===== src/sv/lgrs_pkg.sv =====
`timescale 1ns / 1ps
// ----------------------------------------------------------------------------
// lgrs_pkg
// Shared constants, types and the B3/S23 cell rule for the Life row stream.
// ----------------------------------------------------------------------------
package lgrs_pkg;

    localparam int ROW_BITS       = 64;
    localparam int WIDTH_BITS     = 7;
    localparam int MAX_WIDTH_DEF  = 64;
    localparam logic [WIDTH_BITS-1:0] ACTIVE_WIDTH_RST = 7'd64;

    localparam logic [3:0] BIRTH_COUNT   = 4'd3;
    localparam logic [3:0] SURVIVE_COUNT = 4'd2;

    // Control of the job waiting for the output register
    typedef struct packed {
        logic valid;
        logic pend2;   // a second job (own row of the last row) follows
        logic done;    // job is the grid's final row
    } t_job_ctrl;

    function automatic logic cell_next(input logic self_alive, input logic [7:0] nbrs);
        logic [3:0] n;
        n = '0;
        for (int k = 0; k < 8; k++) begin
            n = n + 4'(nbrs[k]);
        end
        return (n == BIRTH_COUNT) || (self_alive && (n == SURVIVE_COUNT));
    endfunction

endpackage


===== src/sv/life_generation_row_stream_core.sv =====
`timescale 1ns / 1ps
// ----------------------------------------------------------------------------
// life_generation_row_stream_core
// Conway Life (B3/S23) generation over a grid streamed one row per transfer.
// The row transfer that completes a result loads the job register, then the
// output register offers the result.
// Throughput: one row per cycle unless stalled; a last row with a row before
// it stalls, as its two results share the one evolve unit and output register.
// Reset: synchronous, active low; clears job and seen flag; sets width to 64.
// ----------------------------------------------------------------------------
module life_generation_row_stream_core
    import lgrs_pkg::*;
#(
    parameter int MAX_WIDTH = MAX_WIDTH_DEF
) (
    input  logic                  i_clk,
    input  logic                  i_rst_n,
    input  logic                  i_cfg_wr_en,
    input  logic [WIDTH_BITS-1:0] i_cfg_wr_data,
    input  logic                  i_in_valid,
    output logic                  o_in_stall,
    input  logic [ROW_BITS-1:0]   i_row_cells,
    input  logic                  i_last_row,
    output logic                  o_out_valid,
    input  logic                  i_out_stall,
    output logic [ROW_BITS-1:0]   o_next_row_cells,
    output logic                  o_grid_done
);

    logic [WIDTH_BITS-1:0] r_active_width;
    logic [MAX_WIDTH-1:0]  mask;
    t_job_ctrl             job;
    logic [MAX_WIDTH-1:0]  j_up, j_mid, j_dn;
    logic [MAX_WIDTH-1:0]  evolved;
    logic                  out_adv;
    logic                  in_xfer;
    logic                  r_o_valid;
    logic [MAX_WIDTH-1:0]  r_o_cells;
    logic                  r_o_done;

    always_ff @(posedge i_clk) begin
        if (!i_rst_n) begin
            r_active_width <= ACTIVE_WIDTH_RST;
        end else if (i_cfg_wr_en) begin
            r_active_width <= i_cfg_wr_data;
        end
    end

    for (genvar c = 0; c < MAX_WIDTH; c++) begin : g_mask
        assign mask[c] = (WIDTH_BITS'(c) < r_active_width);
    end

    assign out_adv    = job.valid && (!r_o_valid || !i_out_stall);
    assign o_in_stall = job.valid && !(out_adv && !job.pend2);
    assign in_xfer    = i_in_valid && !o_in_stall;

    lgrs_window #(
        .MAX_WIDTH (MAX_WIDTH)
    ) u_window (
        .i_clk     (i_clk),
        .i_rst_n   (i_rst_n),
        .i_in_xfer (in_xfer),
        .i_row     (i_row_cells[MAX_WIDTH-1:0]),
        .i_last    (i_last_row),
        .i_mask    (mask),
        .i_adv     (out_adv),
        .o_job     (job),
        .o_up      (j_up),
        .o_mid     (j_mid),
        .o_dn      (j_dn)
    );

    lgrs_evolve #(
        .MAX_WIDTH (MAX_WIDTH)
    ) u_evolve (
        .i_up    (j_up),
        .i_mid   (j_mid),
        .i_dn    (j_dn),
        .i_mask  (mask),
        .o_cells (evolved)
    );

    always_ff @(posedge i_clk) begin
        if (!i_rst_n) begin
            r_o_valid <= 1'b0;
        end else if (out_adv) begin
            r_o_valid <= 1'b1;
        end else if (!i_out_stall) begin
            r_o_valid <= 1'b0;
        end
        if (out_adv) begin
            r_o_cells <= evolved;
            r_o_done  <= job.done;
        end
    end

    assign o_out_valid      = r_o_valid;
    assign o_next_row_cells = ROW_BITS'(r_o_cells);
    assign o_grid_done      = r_o_done;

`ifndef NO_ASSERTIONS
    a_pend2_has_job: assert property (@(posedge i_clk) disable iff (!i_rst_n)
        job.pend2 |-> job.valid)
        else $error("second job pending without a job");

    a_pend2_follow: assert property (@(posedge i_clk) disable iff (!i_rst_n)
        (out_adv && job.pend2) |=> (job.valid && !job.pend2 && job.done))
        else $error("last row's own result lost");

    a_out_from_job: assert property (@(posedge i_clk) disable iff (!i_rst_n)
        $rose(o_out_valid) |-> $past(out_adv))
        else $error("result offered without a job");

    a_done_no_pend: assert property (@(posedge i_clk) disable iff (!i_rst_n)
        (job.valid && job.done) |-> !job.pend2)
        else $error("final job still has a follower");
`endif

endmodule


===== src/sv/lgrs_evolve.sv =====
`timescale 1ns / 1ps
// ----------------------------------------------------------------------------
// lgrs_evolve
// Next generation of one row from its 3-row window, all columns in parallel.
// ----------------------------------------------------------------------------
module lgrs_evolve
    import lgrs_pkg::*;
#(
    parameter int MAX_WIDTH = MAX_WIDTH_DEF
) (
    input  logic [MAX_WIDTH-1:0] i_up,
    input  logic [MAX_WIDTH-1:0] i_mid,
    input  logic [MAX_WIDTH-1:0] i_dn,
    input  logic [MAX_WIDTH-1:0] i_mask,
    output logic [MAX_WIDTH-1:0] o_cells
);

    logic [MAX_WIDTH+1:0] pad_up;
    logic [MAX_WIDTH+1:0] pad_mid;
    logic [MAX_WIDTH+1:0] pad_dn;

    // dead column on either side of the row
    assign pad_up  = {1'b0, i_up  & i_mask, 1'b0};
    assign pad_mid = {1'b0, i_mid & i_mask, 1'b0};
    assign pad_dn  = {1'b0, i_dn  & i_mask, 1'b0};

    for (genvar c = 0; c < MAX_WIDTH; c++) begin : g_col
        logic [7:0] nbrs;
        assign nbrs = {pad_up[c+2:c], pad_dn[c+2:c], pad_mid[c+2], pad_mid[c]};
        assign o_cells[c] = cell_next(pad_mid[c+1], nbrs) & i_mask[c];
    end

endmodule


===== src/sv/lgrs_window.sv =====
`timescale 1ns / 1ps
// ----------------------------------------------------------------------------
// lgrs_window
// Three-row window and the job register feeding the evolve logic.
// ----------------------------------------------------------------------------
module lgrs_window
    import lgrs_pkg::*;
#(
    parameter int MAX_WIDTH = MAX_WIDTH_DEF
) (
    input  logic                 i_clk,
    input  logic                 i_rst_n,
    input  logic                 i_in_xfer,
    input  logic [MAX_WIDTH-1:0] i_row,
    input  logic                 i_last,
    input  logic [MAX_WIDTH-1:0] i_mask,
    input  logic                 i_adv,
    output t_job_ctrl            o_job,
    output logic [MAX_WIDTH-1:0] o_up,
    output logic [MAX_WIDTH-1:0] o_mid,
    output logic [MAX_WIDTH-1:0] o_dn
);

    logic [MAX_WIDTH-1:0] r_above,  n_above;
    logic [MAX_WIDTH-1:0] r_middle, n_middle;
    logic                 r_seen,   n_seen;
    t_job_ctrl            r_job,    n_job;
    logic [MAX_WIDTH-1:0] r_j_up,   n_j_up;
    logic [MAX_WIDTH-1:0] r_j_mid,  n_j_mid;
    logic [MAX_WIDTH-1:0] r_j_dn,   n_j_dn;
    logic [MAX_WIDTH-1:0] row_m;

    assign row_m = i_row & i_mask;

    always_comb begin
        n_above  = r_above;
        n_middle = r_middle;
        n_seen   = r_seen;
        n_job    = r_job;
        n_j_up   = r_j_up;
        n_j_mid  = r_j_mid;
        n_j_dn   = r_j_dn;

        if (i_adv) begin
            if (r_job.pend2) begin
                // last row's own generation: window slides down onto dead row
                n_j_up     = r_j_mid;
                n_j_mid    = r_j_dn;
                n_j_dn     = '0;
                n_job.pend2 = 1'b0;
                n_job.done  = 1'b1;
            end else begin
                n_job.valid = 1'b0;
            end
        end

        if (i_in_xfer) begin
            if (r_seen) begin
                n_j_up      = r_above;
                n_j_mid     = r_middle;
                n_j_dn      = row_m;
                n_job.valid = 1'b1;
                n_job.pend2 = i_last;
                n_job.done  = 1'b0;
                n_above     = r_middle;
            end else begin
                if (i_last) begin
                    n_j_up      = '0;
                    n_j_mid     = row_m;
                    n_j_dn      = '0;
                    n_job.valid = 1'b1;
                    n_job.pend2 = 1'b0;
                    n_job.done  = 1'b1;
                end
                n_above = '0;
            end
            n_middle = row_m;
            n_seen   = ~i_last;
        end
    end

    always_ff @(posedge i_clk) begin
        if (!i_rst_n) begin
            r_seen <= 1'b0;
            r_job  <= '0;
        end else begin
            r_seen <= n_seen;
            r_job  <= n_job;
        end
        r_above  <= n_above;
        r_middle <= n_middle;
        r_j_up   <= n_j_up;
        r_j_mid  <= n_j_mid;
        r_j_dn   <= n_j_dn;
    end

    assign o_job = r_job;
    assign o_up  = r_j_up;
    assign o_mid = r_j_mid;
    assign o_dn  = r_j_dn;

endmodule

===== config.mk =====
export PLATFORM = sky130hd
export DESIGN_NAME = life_generation_row_stream_core
export DESIGN_NICKNAME = d
export VERILOG_FILES = /design/src/sv/lgrs_pkg.sv /design/src/sv/life_generation_row_stream_core.sv /design/src/sv/lgrs_evolve.sv /design/src/sv/lgrs_window.sv
export SDC_FILE = /design/constraint.sdc
export NUM_CORES = 1
export LEC_CHECK = 0
export ABC_AREA = 1
export BUFFER_PORTS_ARGS = -buffer_cell sky130_fd_sc_hd__buf_2
export CORE_MARGIN = 1.5
export CORE_UTILIZATION = 30
export DETAILED_ROUTE_END_ITERATION = 6
export PLACE_DENSITY_LB_ADDON = 0.25
export SLEW_MARGIN = 10
export SYNTH_ARGS = -nofsm -noshare
export SYNTH_HDL_FRONTEND = slang
export SYNTH_SLANG_ARGS = --single-unit

===== constraint.sdc =====
create_clock -name i_clk -period 5.7 [get_ports i_clk]
set_input_delay 1.14 -clock i_clk [delete_from_list [all_inputs] [get_ports i_clk]]
set_output_delay 1.14 -clock i_clk [all_outputs]
set_load 0.01 [all_outputs]

==> results.cfg <==
[run_status]
status = completed

[grt]
use_met2_pct = 27.7
gr-usage-met3_pct = 3.09
gr-max-usage-layer = met2
grt_max_degree = 102
grt_remaining_overflow = 0
grt_pass1_vias = 22800
grt.total_usage_pct = 17.2
grt_pass1_wl_mm = 132
antenna_found_initial = 9
grt_use_met1_pct = 24.2

[power]
max-vdd-ir-drop_uv = 213
p_per_area_nw_per_um2 = 359
leakage_nw = 16.6
report.power.total_mw = 11.8

[timing]
finalHoldViolCount = 0
finalClockSkew_ns = 0.0390
fin_crit_ns = 4.89
rsz0062_at_grt = no
worstMarginPinSlew_ns = 1.15
setup_tns_ns = 0
finalCritPeriodShare_pct = 85.8
finalSetupViolations = 0
hold_ws_ns = 0.503
slew_viol_final = 0
slew_headroom_pct = 23.6
fmax_mhz = 204

[final_layout]
postLayoutCoreUtil_pct = 34.3
synthToLayoutAreaGrowth_pct = 13.0
layout.nets = 4227
multi_input_area_um2 = 15700
layout_common_cells = 1139 x nand2_1, 772 x inv_1, 252 x fa_1, 203 x dfxtp_1, 193 x edfxtp_1
layout_commonest_cell = nand2_1
final-seq-area_um2 = 9880
fill_cells = 10100
fin_area_um2 = 32700
layout-drive-gt1-share_pct = 7.47

[floorplan]
coreArea_um2 = 95300
rows = 113
die_y_um = 314
die_w_um = 314
initial_core_util_pct = 30.4
dieArea_um2 = 98400
pin_count = 144

[worst_setup_path]
cpPeakStageDelay_ns = 0.48
path_max_fanout = 18
required_ns = 6.08
criticalPathCategory = register to register
path_cells = nor2_4 > nand2_1 > inv_1 > o21ai_0 > nand2_1 > xnor2_1 > fa_1 > fa_1 > fa_1 > fa_1 > a21o_1 > nor4_1
critPathLaunchType = register
arrival_ns = 5.28
endpoint_kind = register
critPathTopFamily = adder cells
cpMostUsedCell = fa_1
crit_slowest_cell = fa_1
cp_num_buf_inv = 1

[logic_synthesis]
syn_inst = 3655
synth_area_um2 = 29000
ys_seq_area_share_pct = 34.1
avgSynthCellArea_um2 = 7.92
post_synth_num_cell_types = 44
synth_ff_type = dfxtp_1
yosysWarnings = 0
synth-edff-count = 193
synth.net_count = 4121
async_reset_ff_share_pct = 0
synth-seq-cells = 397

[cts]
cts_setup_buffers = 0
tritoncts = built
cts_resized = 0
clk_pin_slew_worst_paths_ns = 0.06
clkLatencyLatePin_ns = 0.62
clkSinkCount = 397
numCtsBuffers = 51
hold_buffers = 0
cts_buffer_depth = 3
htreeDepth = 2
cts_root_buf = clkbuf_16

[worst_hold_path]
hp-class = register to register

[drt]
routed_wirelength_mm = 83.9
via_per_inst = 4.54
dr.pass1.iters = 5
drtIter0Drc = 1372
ant_nets = 0
num_vias = 23000
drcViolationCount = 0
routedWlPerCell_um = 16.6

[placement]
dpl.hpwl_mm = 60.1
port_buffers = 143
placed_cell_area_um2 = 31100
gp_congestion = 0.840

[run]
cap_violations = 0
==> cell usage after synthesis (all sizes together) (2+ instances only) <==
master	instances	area, um^2
a21o	2	15.0
dfxtp	204	4080
buf	45	239
nor4	6	37.5
or2	4	25.0
a21oi	122	614
o211ai	52	390
a22oi	16	120
fa	252	5040
o21bai	16	124
inv	778	2920
nor2	175	699
ha	137	1710
xnor2	48	420
nand4	34	213
edfxtp	193	5800
a21boi	11	82.6
nor3	50	255
a31oi	21	131
o21ai	130	669
nand3	120	601
clkbuf	74	278
nand2	1144	4310
xor2	12	105
a211oi	3	22.5
==> cells by family (layout without fill, tap and decap cells) <==
| logic type | Yosys count | in the layout | synth area share [%] |
|---|---|---|---|
| and+or+nand+nor | 1536 | 1536 | 21.3 |
| buffers and inverters | 897 | 1045 | 11.9 |
| DFF | 397 | 397 | 34.1 |
| other | 0 | 3 | 0 |
| xor gates and xnor gates | 60 | 60 | 1.81 |
| AOI/OAI and AO/OA | 376 | 376 | 7.58 |
| adders and majority gates | 389 | 389 | 23.3 |
==> final cells by class <==
type                    instances  share of cell area, %
diodes                          3                 0.0229
clock buffers                  80                   4.67
clock inverters                15                  0.371
inverters                     778                   8.94
multi-input cells            2361                   47.9
flip-flops and latches        397                   30.2
well taps                    1265                   4.84
repair buffers                172                   3.04
==> state kept, by name, indices dropped and copies added (netlist names) <==
register / count
u_window.o_job: 3
o_out_valid: 1
r_active_width: 7
u_window.r_above: 64
u_window.r_middle: 64
o_next_row_cells: 64
o_grid_done: 1
u_window.o_mid: 64
u_window.r_seen: 1
u_window.o_dn: 64
u_window.o_up: 64
==> power breakdown <==
part | leakage (nW) | internal [mW] | switching (mW)
combinational | 12.2 | 1.96 | 2.84
sequential | 3.60 | 3.48 | 0.229
clock | 0.807 | 1.89 | 1.37
total | 16.6 | 7.33 | 4.43
==> worst paths after layout <==
kind	slack [ns]	startpoint	cells after the start	endpoint
setup / recovery	0.81	r_active_width[6]	12	o_next_row_cells[12]
hold / removal	0.50	u_window.o_dn[34]	2	u_window.o_dn[34]
setup reg to reg	0.81	r_active_width[6]	12	o_next_row_cells[12]
hold reg to reg	0.50	u_window.o_dn[34]	2	u_window.o_dn[34]
==> worst min-delay path: stages, from the launching register on <==
cell and delay, ns:
dfxtp_1 0.32, nand2_1 0.06, a22oi_1 0.07
==> through the flow <==
stage	setup slack, ns	cells
4_1_cts	0.759	5068
2_1_floorplan	0.302	3655
5_1_grt	0.473	5068
3_3_place_gp	0.896	4973
6_report	0.807	5071
3_5_place_dp	0.793	4973
==> layer usage <==
layer / wire length (um) / up-vias
li1: - / 11500
met1: 39900 / 11000
met2: 37700 / 460
met3: 4790 / 91
met4: 1570 / 2
met5: 13 / -
(Power assumes the default switching activity.)
